## config.mk

```make
export PLATFORM = sky130hd
export DESIGN_NAME = gost_round_cell
export DESIGN_NICKNAME = d
export VERILOG_FILES = /design/src/gost_pkg.sv /design/src/gost_round_cell.sv
export SDC_FILE = /design/constraint.sdc
export NUM_CORES = 1
export LEC_CHECK = 0
export ABC_AREA = 1
export BUFFER_PORTS_ARGS = -buffer_cell sky130_fd_sc_hd__buf_2
export CORE_ASPECT_RATIO = 1.1
export CORE_MARGIN = 2
export CORE_UTILIZATION = 48
export CTS_CLUSTER_DIAMETER = 40
export DETAILED_ROUTE_END_ITERATION = 6
export PLACE_DENSITY = 0.79
export SLEW_MARGIN = 25
export SYNTH_ARGS = -nofsm -noshare
export SYNTH_HDL_FRONTEND = slang
export SYNTH_SLANG_ARGS = --single-unit
```

## constraint.sdc

```tcl
create_clock -name i_clk -period 3.34 [get_ports i_clk]
set_clock_uncertainty 0.2 [all_clocks]
set_input_delay 0.167 -clock i_clk [delete_from_list [all_inputs] [get_ports i_clk]]
set_output_delay 0.167 -clock i_clk [all_outputs]
set_load 0.02 [all_outputs]
```

## src/gost_pkg.sv

```systemverilog
`timescale 1ns / 1ps
`default_nettype none

package gost_pkg;

    localparam int ROUND_COUNT = 32;
    localparam int KEY_WORDS   = 8;
    localparam int ROT_BITS    = 11;
    localparam int WORD_W      = 32;
    localparam int KEY_IDX_W   = $clog2(KEY_WORDS);
    localparam int ROUND_IDX_W = $clog2(ROUND_COUNT);

    localparam logic ACT_ENCRYPT = 1'b0;
    localparam logic ACT_DECRYPT = 1'b1;

    typedef logic [WORD_W-1:0] t_word;

    typedef struct packed {
        logic valid;
        logic action;
    } t_ctl;

    // Test-parameter S-box set, row 0 serves the top nibble.
    localparam logic [3:0] SBOX [8][16] = '{
        '{4'h4, 4'hA, 4'h9, 4'h2, 4'hD, 4'h8, 4'h0, 4'hE,
          4'h6, 4'hB, 4'h1, 4'hC, 4'h7, 4'hF, 4'h5, 4'h3},
        '{4'hE, 4'hB, 4'h4, 4'hC, 4'h6, 4'hD, 4'hF, 4'hA,
          4'h2, 4'h3, 4'h8, 4'h1, 4'h0, 4'h7, 4'h5, 4'h9},
        '{4'h5, 4'h8, 4'h1, 4'hD, 4'hA, 4'h3, 4'h4, 4'h2,
          4'hE, 4'hF, 4'hC, 4'h7, 4'h6, 4'h0, 4'h9, 4'hB},
        '{4'h7, 4'hD, 4'hA, 4'h1, 4'h0, 4'h8, 4'h9, 4'hF,
          4'hE, 4'h4, 4'h6, 4'hC, 4'hB, 4'h2, 4'h5, 4'h3},
        '{4'h6, 4'hC, 4'h7, 4'h1, 4'h5, 4'hF, 4'hD, 4'h8,
          4'h4, 4'hA, 4'h9, 4'hE, 4'h0, 4'h3, 4'hB, 4'h2},
        '{4'h4, 4'hB, 4'hA, 4'h0, 4'h7, 4'h2, 4'h1, 4'hD,
          4'h3, 4'h6, 4'h8, 4'h5, 4'h9, 4'hC, 4'hF, 4'hE},
        '{4'hD, 4'hB, 4'h4, 4'h1, 4'h3, 4'hF, 4'h5, 4'h9,
          4'h0, 4'hA, 4'hE, 4'h7, 4'h6, 4'h8, 4'h2, 4'hC},
        '{4'h1, 4'hF, 4'hD, 4'h0, 4'h5, 4'h7, 4'hA, 4'h4,
          4'h9, 4'h2, 4'h3, 4'hE, 4'h6, 4'hB, 4'h8, 4'hC}
    };

    // Key add, S-box layer, rotate left.
    function automatic t_word round_fn(input t_word half, input t_word key);
        t_word x;
        t_word y;
        x = half + key;
        for (int n = 0; n < 8; n++) begin
            y[WORD_W-1-4*n -: 4] = SBOX[n][x[WORD_W-1-4*n -: 4]];
        end
        return {y[WORD_W-1-ROT_BITS:0], y[WORD_W-1:WORD_W-ROT_BITS]};
    endfunction

    // Forward order for all but the last eight rounds, then reversed (encrypt),
    // or forward for the first eight rounds and reversed for the rest (decrypt).
    function automatic logic [KEY_IDX_W-1:0] key_index(
        input logic [ROUND_IDX_W-1:0] rnd,
        input logic                   dec
    );
        logic [KEY_IDX_W-1:0] pos;
        logic                 fwd;
        pos = rnd[KEY_IDX_W-1:0];
        if (dec == ACT_DECRYPT) begin
            fwd = (rnd < ROUND_IDX_W'(KEY_WORDS));
        end else begin
            fwd = (rnd < ROUND_IDX_W'(ROUND_COUNT - KEY_WORDS));
        end
        return fwd ? pos : ~pos;
    endfunction

endpackage

`default_nettype wire

```

## src/gost_round_cell.sv

```systemverilog
`timescale 1ns / 1ps
`default_nettype none

module gost_round_cell
    import gost_pkg::*;
(
    input  wire logic  i_clk,
    input  wire logic  i_rst_n,
    input  wire t_ctl  i_ctl,
    input  wire t_word i_left,
    input  wire t_word i_right,
    input  wire t_word i_key_enc,
    input  wire t_word i_key_dec,
    output t_ctl       o_ctl,
    output t_word      o_left,
    output t_word      o_right
);

    t_ctl  r_ctl;
    t_word r_left;
    t_word r_right;
    t_word n_left;
    t_word n_right;
    t_word key;

    always_comb begin
        key     = (i_ctl.action == ACT_DECRYPT) ? i_key_dec : i_key_enc;
        n_left  = i_right;
        n_right = i_left ^ round_fn(i_right, key);
    end

    always_ff @(posedge i_clk) begin
        if (!i_rst_n) begin
            r_ctl <= '0;
        end else begin
            r_ctl <= i_ctl;
        end
    end

    // payload needs no reset: valid travels alongside
    always_ff @(posedge i_clk) begin
        r_left  <= n_left;
        r_right <= n_right;
    end

    assign o_ctl   = r_ctl;
    assign o_left  = r_left;
    assign o_right = r_right;

endmodule

`default_nettype wire

```

==> flow_summary.json <==
{
  "vias": 6993,
  "crit_arrival_ns": 3.05,
  "n_antenna_cell": 0,
  "end_kind": "flop",
  "place_congestion": 0.960,
  "place_ws_ns": 0.0479,
  "die_h_um": 125,
  "cts_root_buffer": "clkbuf_16",
  "async_flop_share": 0,
  "min-delay-start": "i_ctl[0]",
  "ys_seq_elements": 66,
  "clkTransAtPathRegs_ns": 0.05,
  "cts_buffer_depth": 2,
  "first_iter_violations": 324,
  "cp.required_ns": 3.38,
  "setup_violations": 0,
  "busiest_layer": "met2",
  "min_path_type": "input port to flop",
  "tns_ns": 0,
  "syn_nets": 1219,
  "synth_top_area_frac": 0.225,
  "rsz0062_at_grt": "no",
  "avgSynthCellArea_sq_um": 6.29,
  "min_period_over_period": 0.902,
  "place_area_sq_um": 7660,
  "gr-usage-met3": 0.0516,
  "cp_max_fo": 5,
  "dieArea_sq_um": 14200,
  "use_met2": 0.449,
  "htree_levels": 3,
  "placement_rows": 44,
  "core_sq_um": 13000,
  "n_fill_cell": 1167,
  "ant_nets": 0,
  "leakage_nw": 5.09,
  "hold_violations": 0,
  "ys_types": 32,
  "drive_gt1_frac": 0.233,
  "start_kind": "input port",
  "wl_mm": 17.5,
  "hold_depth": 4,
  "die_x_um": 114,
  "setup_slack_ns": 0.328,
  "period_minus_slack_ns": 3.01,
  "place_inst": 1381,
  "grt_usage": 0.248,
  "finalNonFillerCells": 1463,
  "vias_per_cell": 4.78,
  "cts_setup_buffers": 0,
  "grt_max_degree": 20,
  "synth_top_area_cell": "nand2_1",
  "io_buffer_count": 197,
  "grt_util_met1": 0.286,
  "antenna_found_initial": 0,
  "ys_seq_area_frac": 0.208,
  "cts_inserted_buffers": 9,
  "grt_pass1_wl_mm": 28.8,
  "syn_area_sq_um": 6350,
  "fmax_mhz": 332,
  "drt_first_pass_iters": 5,
  "clkSinkCount": 66,
  "final_area_sq_um": 8640,
  "ys_warn_count": 0,
  "grt.overflow.total": 0,
  "dp_hpwl_mm": 13.5,
  "syn2layout_area_growth_pct": 36.1,
  "whs_endpoint": "o_ctl[0]",
  "maxSlewHeadroom": 0.673,
  "initial_core_util": 0.487,
  "cap_violations": 0,
  "syn_inst": 1010,
  "ios": 198,
  "final_max_slew_viol_count": 0,
  "tritoncts": "done",
  "synth-edff-count": 0,
  "vdd_drop_max_mv": 0.275,
  "drc": 0,
  "wl_per_cell_um": 11.9,
  "tightest_slew_ns": 0.489,
  "nets": 1507,
  "status": "finished, final reports clean",
  "final_util": 0.662,
  "synth_flop_cell": "dfxtp_1",
  "cellPowerDensity_nw_per_um2": 484,
  "grt_pass1_vias": 6690,
  "synth_area_leaders": "nand2_1, dfxtp_1, ha_1",
  "path_class": "input port to flop"
}
## layer usage
metal,vias up,share of wire
li1,3710,-
met1,3045,0.42
met2,204,0.50
met3,34,0.056
met4,0,0.023
met5,-,0
## power by group
part	total (mW)	internal, mW	leakage, nW	switching (mW)
sequential	1.02	0.977	0.557	0.0418
combinational	2.24	0.853	4.39	1.39
clock	0.919	0.591	0.142	0.328
total	4.18	2.42	5.09	1.76
## worst max-delay path by stage
stage	start	endpoint	slack, ns	cells after the start
2_1_floorplan	i_ctl[0]	o_right[9]	0.05	23
3_3_place_gp	i_ctl[0]	o_right[27]	0.05	18
3_5_place_dp	i_ctl[0]	o_right[3]	0.05	20
4_1_cts	i_right[0]	o_right[1]	0.25	22
5_1_grt	i_right[0]	o_right[23]	0.01	19
6_report	i_right[0]	o_right[23]	0.33	19
## registers in the layout, indices dropped and copies added, names as in the netlist
register / cells
o_left: 32
o_ctl: 2
o_right: 32
## critical path, stage by stage
cell	delay, ns
dlygate4sd3_1	0.52
buf_2	0.12
ha_2	0.18
inv_1	0.05
fa_2	0.36
inv_2	0.07
nand3_1	0.07
nand2_2	0.10
nand3_1	0.08
nand3b_1	0.20
xor2_1	0.38
inv_1	0.15
ha_1	0.22
inv_1	0.07
nand2_1	0.05
nand3_1	0.10
nand2_1	0.06
nand2_1	0.05
nand2_1	0.04
## Yosys cell counts, drive strengths merged (6+ instances only)
master / number
nand2: 405
a21oi: 20
xor2: 15
nand3: 102
inv: 181
nor2: 40
ha: 76
o211ai: 8
xnor2: 12
dfxtp: 66
mux2: 31
o21ai: 21
nor3: 6
nand3b: 9
## cell families (layout without fill, tap and decap cells)
logic type / count (synthesis) / after routing / share of synthesized area
xor gates and xnor gates: 27 / 27 / 0.0425
muxes: 31 / 31 / 0.0550
AOI/OAI and AO/OA: 52 / 52 / 0.0453
adders and majority gates: 77 / 77 / 0.153
buffers and inverters: 186 / 478 / 0.110
DFF: 66 / 66 / 0.208
and+or+nand+nor: 571 / 571 / 0.386
## cells in the final DEF, fill, tap and decap left out, types with 2 or more instances in the layout
cell,n
dfxtp_1,66
nor3_1,4
o21ai_0,19
nor2_2,3
inv_1,178
nand3b_1,9
buf_2,197
nand2_4,4
xor2_2,2
xnor2_1,11
clkbuf_1,2
clkinv_2,3
a21oi_1,20
nand2_2,22
inv_2,3
nor3_2,2
and2_1,3
o21bai_1,2
nand2_1,379
nand3_2,4
clkbuf_16,9
dlygate4sd3_1,67
nand4_1,5
buf_4,16
mux2_2,31
xor2_1,13
o211ai_1,8
nand3_1,98
nor2_1,37
o21ai_1,2
ha_1,74
## stage by stage
step / hold WS [ns] / total power, mW
after floorplan: -0.00528 / 2.59
after global placement: 0.0870 / 3.14
after detailed placement: 0.0899 / 3.18
after CTS: 0.0496 / 4.18
after global routing: 0.0883 / 4.55
final: 0.0678 / 4.18
## timing repair
| item | 4_1_cts | 5_1_grt |
|---|---|---|
| endpoints found under the setup margin | 0 | 7 |
| resized for setup | 0 | 6 |
| hold buffers | 67 | 0 |
| endpoints found under the hold margin | 66 | 0 |
## final cells by class
type	instances	area [sq um]	area share
Multi-Input combinational cell	758	4350	0.504
Clock inverter	3	40.0	0.00463
Tap cell	161	201	0.0233
Inverter	182	684	0.0792
Clock buffer	12	246	0.0285
Timing Repair Buffer	281	1800	0.208
Sequential cell	66	1320	0.153
Note: power is estimated with default switching activity, not from simulation.
